File: src/rtl/core/hbkr_pkg.sv
// shared types and constants for the boot keyboard report builder
// used by hbkr_ctrl, hbkr_dpath and hid_boot_keyboard_report_builder
package hbkr_pkg;

  localparam int MAX_KEYS   = 32;
  localparam int SLOT_COUNT = 6;
  localparam int IDX_W      = $clog2(MAX_KEYS);
  localparam int CNT_W      = $clog2(MAX_KEYS + 1);
  localparam int SLOT_W     = $clog2(SLOT_COUNT);

  localparam logic [7:0] MOD_FIRST     = 8'hE0;
  localparam logic [7:0] ROLLOVER_CODE = 8'h01;

  typedef enum logic [1:0] {
    OP_PRESS   = 2'd0,
    OP_RELEASE = 2'd1,
    OP_POLL    = 2'd2,
    OP_NONE    = 2'd3
  } op_e;

  typedef enum logic [1:0] {
    ST_IDLE,
    ST_DECODE,
    ST_SCAN,
    ST_EMIT
  } state_e;

  typedef struct packed {
    logic load_in;
    logic scan_start;
    logic scan_run;
    logic scan_finish;
    logic mod_update;
    logic set_rollover;
    logic emit;
  } hbkr_cmd_t;

  typedef struct packed {
    op_e  op;
    logic is_mod;
    logic pending;
    logic many_keys;
    logic scan_done;
    logic out_free;
  } hbkr_sts_t;

endpackage

File: src/rtl/core/hid_boot_keyboard_report_builder.sv
// top level of the boot keyboard report builder
// depends on hbkr_pkg, hbkr_ctrl and hbkr_dpath
//
// Input channel (in_valid_i / in_stall_o) carries one request: op_i is key
// press, key release or report poll, key_i the usage code. Output channel
// (out_valid_o / out_stall_i) carries one 7-byte boot report: modifier_o and
// slot0_o..slot5_o. A request is taken only when the block is idle.
// A modifier press or release updates the modifier byte in decode and returns
// to idle. A key press or release walks the held-key memory, one read per cycle
// through a registered read port, and then updates the held count. A poll with a
// change pending reads up to six entries into the staging slots and then loads
// the report register; when more than six keys are held it skips the walk and
// the slots read the rollover code. A poll with nothing pending gives no report.
// Reset clears the held count, modifier byte and pending flag; the memory itself
// is not cleared, the held count marks what is valid.
// A report waits in its register while the receiver stalls; further key
// requests are still taken, and only a following poll with a change pending
// waits for the register.
module hid_boot_keyboard_report_builder (
  input  logic       clk_i,
  input  logic       rst_ni,
  input  logic       in_valid_i,
  output logic       in_stall_o,
  input  logic [1:0] op_i,
  input  logic [7:0] key_i,
  output logic       out_valid_o,
  input  logic       out_stall_i,
  output logic [7:0] modifier_o,
  output logic [7:0] slot0_o,
  output logic [7:0] slot1_o,
  output logic [7:0] slot2_o,
  output logic [7:0] slot3_o,
  output logic [7:0] slot4_o,
  output logic [7:0] slot5_o
);
  import hbkr_pkg::*;

  hbkr_cmd_t                  cmd;
  hbkr_sts_t                  sts;
  logic [SLOT_COUNT-1:0][7:0] slots;

  hbkr_ctrl u_ctrl (
    .clk_i      (clk_i),
    .rst_ni     (rst_ni),
    .in_valid_i (in_valid_i),
    .in_stall_o (in_stall_o),
    .sts_i      (sts),
    .cmd_o      (cmd)
  );

  hbkr_dpath u_dpath (
    .clk_i       (clk_i),
    .rst_ni      (rst_ni),
    .op_i        (op_i),
    .key_i       (key_i),
    .cmd_i       (cmd),
    .sts_o       (sts),
    .out_valid_o (out_valid_o),
    .out_stall_i (out_stall_i),
    .modifier_o  (modifier_o),
    .slots_o     (slots)
  );

  assign slot0_o = slots[0];
  assign slot1_o = slots[1];
  assign slot2_o = slots[2];
  assign slot3_o = slots[3];
  assign slot4_o = slots[4];
  assign slot5_o = slots[5];

endmodule

File: src/rtl/core/hbkr_ctrl.sv
// control state machine for the boot keyboard report builder
// depends on hbkr_pkg; drives hbkr_dpath through command and status structs
module hbkr_ctrl (
  input  logic               clk_i,
  input  logic               rst_ni,
  input  logic               in_valid_i,
  output logic               in_stall_o,
  input  hbkr_pkg::hbkr_sts_t sts_i,
  output hbkr_pkg::hbkr_cmd_t cmd_o
);
  import hbkr_pkg::*;

  state_e state_q, state_d;

  always_ff @(posedge clk_i or negedge rst_ni) begin
    if (!rst_ni) begin
      state_q <= ST_IDLE;
    end else begin
      state_q <= state_d;
    end
  end

  always_comb begin
    state_d    = state_q;
    cmd_o      = '0;
    in_stall_o = 1'b1;
    case (state_q)
      ST_IDLE: begin
        in_stall_o = 1'b0;
        if (in_valid_i) begin
          cmd_o.load_in = 1'b1;
          state_d       = ST_DECODE;
        end
      end
      ST_DECODE: begin
        cmd_o.scan_start = 1'b1;
        case (sts_i.op)
          OP_PRESS, OP_RELEASE: begin
            if (sts_i.is_mod) begin
              cmd_o.mod_update = 1'b1;
              state_d          = ST_IDLE;
            end else begin
              state_d = ST_SCAN;
            end
          end
          OP_POLL: begin
            if (!sts_i.pending) begin
              state_d = ST_IDLE;
            end else if (sts_i.many_keys) begin
              cmd_o.set_rollover = 1'b1;
              state_d            = ST_EMIT;
            end else begin
              state_d = ST_SCAN;
            end
          end
          default: begin
            state_d = ST_IDLE;
          end
        endcase
      end
      ST_SCAN: begin
        cmd_o.scan_run = 1'b1;
        if (sts_i.scan_done) begin
          if (sts_i.op == OP_POLL) begin
            state_d = ST_EMIT;
          end else begin
            cmd_o.scan_finish = 1'b1;
            state_d           = ST_IDLE;
          end
        end
      end
      ST_EMIT: begin
        if (sts_i.out_free) begin
          cmd_o.emit = 1'b1;
          state_d    = ST_IDLE;
        end
      end
      default: begin
        state_d = ST_IDLE;
      end
    endcase
  end

endmodule

File: src/rtl/core/hbkr_dpath.sv
// datapath: held-key memory, scan pipeline, modifier byte and report register
// depends on hbkr_pkg; commanded by hbkr_ctrl
module hbkr_dpath (
  input  logic                                       clk_i,
  input  logic                                       rst_ni,
  input  logic [1:0]                                 op_i,
  input  logic [7:0]                                 key_i,
  input  hbkr_pkg::hbkr_cmd_t                        cmd_i,
  output hbkr_pkg::hbkr_sts_t                        sts_o,
  output logic                                       out_valid_o,
  input  logic                                       out_stall_i,
  output logic [7:0]                                 modifier_o,
  output logic [hbkr_pkg::SLOT_COUNT-1:0][7:0]       slots_o
);
  import hbkr_pkg::*;

  op_e               op_q;
  logic [7:0]        key_q;
  logic [7:0]        mem [MAX_KEYS];
  logic [CNT_W-1:0]  idx_q, idx_d;
  logic [CNT_W-1:0]  count_q, count_d;
  logic [7:0]        mod_q, mod_d;
  logic              pending_q, pending_d;
  logic              found_q, found_d;
  logic              rd_vld_q;
  logic [IDX_W-1:0]  rd_tag_q;
  logic [7:0]        rd_data_q;
  logic              issue;
  logic              hit;
  logic              wr_en;
  logic [IDX_W-1:0]  wr_addr;
  logic [7:0]        wr_data;
  logic              room;
  logic [SLOT_COUNT-1:0][7:0] stage_q, stage_d;
  logic [SLOT_COUNT-1:0][7:0] out_slot_q;
  logic [7:0]        out_mod_q;
  logic              out_valid_q, out_valid_d;

  always_ff @(posedge clk_i) begin
    if (cmd_i.load_in) begin
      op_q  <= op_e'(op_i);
      key_q <= key_i;
    end
  end

  assign issue = cmd_i.scan_run && (idx_q < count_q);
  assign hit   = rd_vld_q && !found_q && (op_q != OP_POLL) && (rd_data_q == key_q);
  assign room  = count_q < CNT_W'(MAX_KEYS);

  // release: entries after the match move down one place as they stream by
  always_comb begin
    wr_en   = 1'b0;
    wr_addr = rd_tag_q - IDX_W'(1);
    wr_data = rd_data_q;
    if (rd_vld_q && found_q && op_q == OP_RELEASE) begin
      wr_en = 1'b1;
    end else if (cmd_i.scan_finish && op_q == OP_PRESS && !found_q && room) begin
      wr_en   = 1'b1;
      wr_addr = count_q[IDX_W-1:0];
      wr_data = key_q;
    end
  end

  always_ff @(posedge clk_i) begin
    if (wr_en) begin
      mem[wr_addr] <= wr_data;
    end
    if (issue) begin
      rd_data_q <= mem[idx_q[IDX_W-1:0]];
      rd_tag_q  <= idx_q[IDX_W-1:0];
    end
  end

  always_comb begin
    idx_d       = idx_q;
    found_d     = found_q;
    count_d     = count_q;
    mod_d       = mod_q;
    pending_d   = pending_q;
    stage_d     = stage_q;
    out_valid_d = out_valid_q && out_stall_i;
    if (cmd_i.scan_start) begin
      idx_d   = '0;
      found_d = 1'b0;
      stage_d = '0;
    end
    if (cmd_i.set_rollover) begin
      stage_d = {SLOT_COUNT{ROLLOVER_CODE}};
    end
    if (issue) begin
      idx_d = idx_q + CNT_W'(1);
    end
    if (hit) begin
      found_d = 1'b1;
    end
    if (rd_vld_q && op_q == OP_POLL && rd_tag_q < IDX_W'(SLOT_COUNT)) begin
      stage_d[rd_tag_q[SLOT_W-1:0]] = rd_data_q;
    end
    if (cmd_i.mod_update) begin
      if (op_q == OP_PRESS) begin
        mod_d = mod_q | (8'd1 << key_q[2:0]);
      end else begin
        mod_d = mod_q & ~(8'd1 << key_q[2:0]);
      end
      pending_d = 1'b1;
    end
    if (cmd_i.scan_finish) begin
      if (op_q == OP_RELEASE) begin
        pending_d = 1'b1;
        if (found_q) begin
          count_d = count_q - CNT_W'(1);
        end
      end else if (!found_q && room) begin
        count_d   = count_q + CNT_W'(1);
        pending_d = 1'b1;
      end
    end
    if (cmd_i.emit) begin
      pending_d   = 1'b0;
      out_valid_d = 1'b1;
    end
  end

  always_ff @(posedge clk_i or negedge rst_ni) begin
    if (!rst_ni) begin
      idx_q       <= '0;
      found_q     <= 1'b0;
      count_q     <= '0;
      mod_q       <= '0;
      pending_q   <= 1'b0;
      rd_vld_q    <= 1'b0;
      out_valid_q <= 1'b0;
    end else begin
      idx_q       <= idx_d;
      found_q     <= found_d;
      count_q     <= count_d;
      mod_q       <= mod_d;
      pending_q   <= pending_d;
      rd_vld_q    <= issue;
      out_valid_q <= out_valid_d;
    end
  end

  always_ff @(posedge clk_i) begin
    stage_q <= stage_d;
    if (cmd_i.emit) begin
      out_mod_q  <= mod_q;
      out_slot_q <= stage_q;
    end
  end

  assign sts_o.op        = op_q;
  assign sts_o.is_mod    = key_q[7:3] == MOD_FIRST[7:3];
  assign sts_o.pending   = pending_q;
  assign sts_o.many_keys = count_q > CNT_W'(SLOT_COUNT);
  assign sts_o.scan_done = (idx_q == count_q) && !rd_vld_q;
  assign sts_o.out_free  = !out_valid_q || !out_stall_i;

  assign out_valid_o = out_valid_q;
  assign modifier_o  = out_mod_q;
  assign slots_o     = out_slot_q;

`ifndef SYNTHESIS
  a_count_bound: assert property (@(posedge clk_i) disable iff (!rst_ni)
    count_q <= CNT_W'(MAX_KEYS))
    else $error("held count beyond capacity");

  a_emit_free: assert property (@(posedge clk_i) disable iff (!rst_ni)
    cmd_i.emit |-> (!out_valid_q || !out_stall_i))
    else $error("report overwrites one not yet taken");

  a_tag_range: assert property (@(posedge clk_i) disable iff (!rst_ni)
    rd_vld_q |-> ({1'b0, rd_tag_q} < count_q))
    else $error("read beyond held keys");

  a_emit_clears: assert property (@(posedge clk_i) disable iff (!rst_ni)
    cmd_i.emit |=> !pending_q && out_valid_q)
    else $error("report sent but pending flag kept");
`endif

endmodule

File: config.mk
export PLATFORM = sky130hd
export DESIGN_NAME = hid_boot_keyboard_report_builder
export DESIGN_NICKNAME = d
export VERILOG_FILES = /design/src/rtl/core/hbkr_pkg.sv /design/src/rtl/core/hid_boot_keyboard_report_builder.sv /design/src/rtl/core/hbkr_ctrl.sv /design/src/rtl/core/hbkr_dpath.sv
export SDC_FILE = /design/constraint.sdc
export NUM_CORES = 1
export LEC_CHECK = 0
export ABC_CLOCK_PERIOD_IN_PS = 4480
export BUFFER_PORTS_ARGS = -buffer_cell sky130_fd_sc_hd__buf_2
export CAP_MARGIN = 20
export CORE_ASPECT_RATIO = 0.9
export CORE_MARGIN = 4
export CORE_UTILIZATION = 35
export CTS_CLUSTER_DIAMETER = 60
export DETAILED_ROUTE_END_ITERATION = 12
export PLACE_DENSITY_LB_ADDON = 0.05
export SETUP_SLACK_MARGIN = 0.3
export SLEW_MARGIN = 20
export SYNTH_ARGS = -nofsm -noshare
export SYNTH_HDL_FRONTEND = slang
export SYNTH_SLANG_ARGS = --single-unit
export TNS_END_PERCENT = 10
File: constraint.sdc
create_clock -name clk_i -period 4.48 [get_ports clk_i]
set_clock_uncertainty 0.2 [all_clocks]
set_input_delay 0.224 -clock clk_i [delete_from_list [all_inputs] [get_ports clk_i]]
set_output_delay 0.224 -clock clk_i [all_outputs]
set_load 0.005 [all_outputs]
==> flow_metrics.env <==
export IMPL_clock_latency_ns=0.57
export IMPL_path_class="flop to flop"
export IMPL_relSlewSlack=0.328
export IMPL_fin_crit_sh=0.808
export IMPL_cp_slowest_cell="dfrtp_1"
export IMPL_drcViolationCount=0
export IMPL_wl_met3_um=2440
export IMPL_cts_setup_buffers=0
export IMPL_syn_num_nets=949
export IMPL_irDropWorstVdd_mv=0.313
export IMPL_grt_use_total=0.160
export IMPL_root_buffer="clkbuf_16"
export IMPL_synth_distinct_cells=53
export IMPL_ioPinCount=72
export IMPL_core_area_mm2=0.0446
export IMPL_grt_max_degree=70
export IMPL_grt_pass1_vias=8341
export IMPL_setup_viol=0
export IMPL_p_per_area_mw_per_mm2=629
export IMPL_via_count=8312
export IMPL_grt_antenna_before_repair=0
export IMPL_placed_area_mm2=0.0171
export IMPL_cts_tree="yes"
export IMPL_netlist_instances=922
export IMPL_fin_util=0.420
export IMPL_yosysSeqAreaShare=0.732
export IMPL_worstPathRequired_ns=4.48
export IMPL_antenna_left=0
export IMPL_synthTopCellsByCount="edfxtp_1 (335), nand2_1 (89), mux4_2 (80)"
export IMPL_fmax_mhz=276
export IMPL_drtIter0Drc=647
export IMPL_synth_cell_area_mm2=0.0160
export IMPL_die_h_um=211
export IMPL_grt_overflow_total=0
export IMPL_clkTransAtPathRegs_ns=0.06
export IMPL_critPathLaunchType="flop"
export IMPL_grt_pass1_wl_um=57800
export IMPL_slowest_delay_ns=0.73
export IMPL_wire_per_inst_um=23.3
export IMPL_worstHoldPathType="primary input to asynchronous set/reset pin"
export IMPL_synth_top_flop_cell="edfxtp_1"
export IMPL_yosysWarnings=0
export IMPL_cp_cell_sequence="ha_1 > and3_1 > nand4_1 > buf_4 > mux2i_1 > nand3_1 > nor2_1"
export IMPL_power_leakage_nw=6.26
export IMPL_routed_wl_um=38800
export IMPL_htree_levels=2
export IMPL_gp_congestion=0.751
export IMPL_cts_buffers=45
export IMPL_synth_top_cell_area_share=0.631
export IMPL_start_util=0.358
export IMPL_rsz0062_at_grt="false"
export IMPL_synth_area_per_cell_um2=17.3
export IMPL_via_per_inst=5.00
export IMPL_dieArea_mm2=0.0491
export IMPL_whs_ns=0.0438
export IMPL_worst_pin_slew_ns=1.01
export IMPL_finalSetupTns_ns=0
export IMPL_hold_viol_final=0
export IMPL_dp_hpwl_um=24500
export IMPL_first_pass_iters=5
export IMPL_min_period_ns=3.62
export IMPL_status="completed"
export IMPL_synth_most_common_cell="edfxtp_1"
export IMPL_area_growth_syn_to_layout_pct=17.3
export IMPL_fp_row_count=73
export IMPL_drive_above_1_share=0.261
export IMPL_async_flop_share=0.0636
export IMPL_io_buffers=71
export IMPL_fin_area_mm2=0.0187
export IMPL_synth_edf_count=335
export IMPL_worstPathArrival_ns=3.62
export IMPL_diodes=0
export IMPL_drv_slew=0
export IMPL_cts_num_sinks=409
export IMPL_nNetsFinal=1055
export IMPL_ys_seq_elements=409
export IMPL_synth_top_area_cell="edfxtp_1"
export IMPL_top_layer_used="met4"
export IMPL_n_fill_cell=4061
export IMPL_met1_length_um=18100
export IMPL_synth_area_leaders="edfxtp_1 (63%), mux4_2 (11%), dfxtp_1 (6.0%)"
export IMPL_cp_max_fo=19
export IMPL_drv_cap=0
export IMPL_die_w_um=233
export IMPL_max_clock_path_buffers=3
export IMPL_cp_end_kind="flop"
export IMPL_wl_met2_um=17700
==> through the flow <==
stage | setup WS (ns) | total power [mW] | std cells
CTS | 0.866 | 11.9 | 1664
floorplan | 0.418 | 6.86 | 922
detailed placement | 0.879 | 8.10 | 1568
global route | 0.702 | 12.3 | 1664
finish | 0.862 | 11.8 | 1664
global placement | 0.986 | 8.14 | 1568
==> critical path: cells and delay by family (launching register included) <==
kind	cells	cell delay, ns
and+or+nand+nor	4	1.28
DFF	1	0.73
muxes	1	0.39
adders and majority gates	1	0.37
buffers and inverters	1	0.28
==> cell usage in the layout (no fill, tap or decap), types with 12 or more instances in the layout <==
master and n:
nand2_1 89, dlygate4sd3_1 13, clkbuf_16 48, o21ai_0 39, dfxtp_1 48, inv_1 24, ha_1 12, buf_4 21
xnor2_1 12, mux4_2 80, a21oi_1 14, dfrtp_1 24, nor2_1 45, o21ai_1 16, nand3_1 21, mux2_2 22
buf_2 71, edfxtp_1 335
==> layout make-up <==
class | instances | area [um2] | share of cell area
clock inverter | 25 | 272 | 0.0145
timing repair buffer | 106 | 663 | 0.0354
tap | 600 | 751 | 0.0401
inverter | 24 | 90.1 | 0.00481
sequential | 409 | 11700 | 0.624
clock buffer | 58 | 1260 | 0.0673
multi-input combinational | 442 | 4000 | 0.214
==> routing by layer <==
layer,up-vias,track usage
met3,57,0.0347
li1,3789,-
met5,-,0
met2,245,0.243
met1,4221,0.238
met4,0,0.0348
==> state kept, by name, indices dropped and copies added, names as in the netlist, named ones only <==
signal and count:
u_dpath.op_q 2, u_dpath.count_q 6, u_dpath.out_valid_o 1, u_dpath.slots_o 48, u_dpath.mem 256, u_dpath.modifier_o 8, u_dpath.rd_data_q 8, u_dpath.idx_q 6
u_dpath.pending_q 1, u_dpath.rd_tag_q 5, u_ctrl.state_q 2, u_dpath.rd_vld_q 1, u_dpath.key_q 8, u_dpath.found_q 1, u_dpath.stage_q 48
==> report_power, final <==
| part | switching (mW) | internal, mW |
|---|---|---|
| clock network | 1.52 | 2.28 |
| logic | 1.78 | 1.03 |
| registers | 0.323 | 4.82 |
| total | 3.62 | 8.14 |
==> cell families (layout without fill, tap and decap cells) <==
logic type | Yosys count | count (layout) | share of synthesized area
flops | 409 | 409 | 0.732
compound gates | 93 | 93 | 0.0328
buf+inv | 71 | 213 | 0.0187
fa+ha+maj | 13 | 13 | 0.0107
simple gates | 203 | 203 | 0.0595
xor+xnor | 18 | 18 | 0.00988
mux | 115 | 115 | 0.137
==> path summary, 6_finish.rpt <==
kind	start	to	slack (ns)	cells past startpoint
worst max-delay path	u_dpath.idx_q[4]	u_dpath.mem[15][4]	0.86	7
worst min-delay path	rst_ni	u_dpath.out_valid_o	0.04	2
worst max register to register	u_dpath.idx_q[4]	u_dpath.mem[15][4]	0.86	7
worst min register to register	u_dpath.stage_q[28]	u_dpath.slots_o[28]	0.23	0
max in group asynchronous	rst_ni	u_dpath.idx_q[0]	3.53	2
min in group clk_i	key_i[6]	u_dpath.key_q[6]	0.18	2
==> what timing repair did <==
action / in CTS / in global routing
gates resized for setup: 0 / 0
endpoints found under the hold margin: 39 / 0
hold buffers: 13 / 0
(Power assumes the default switching activity.)
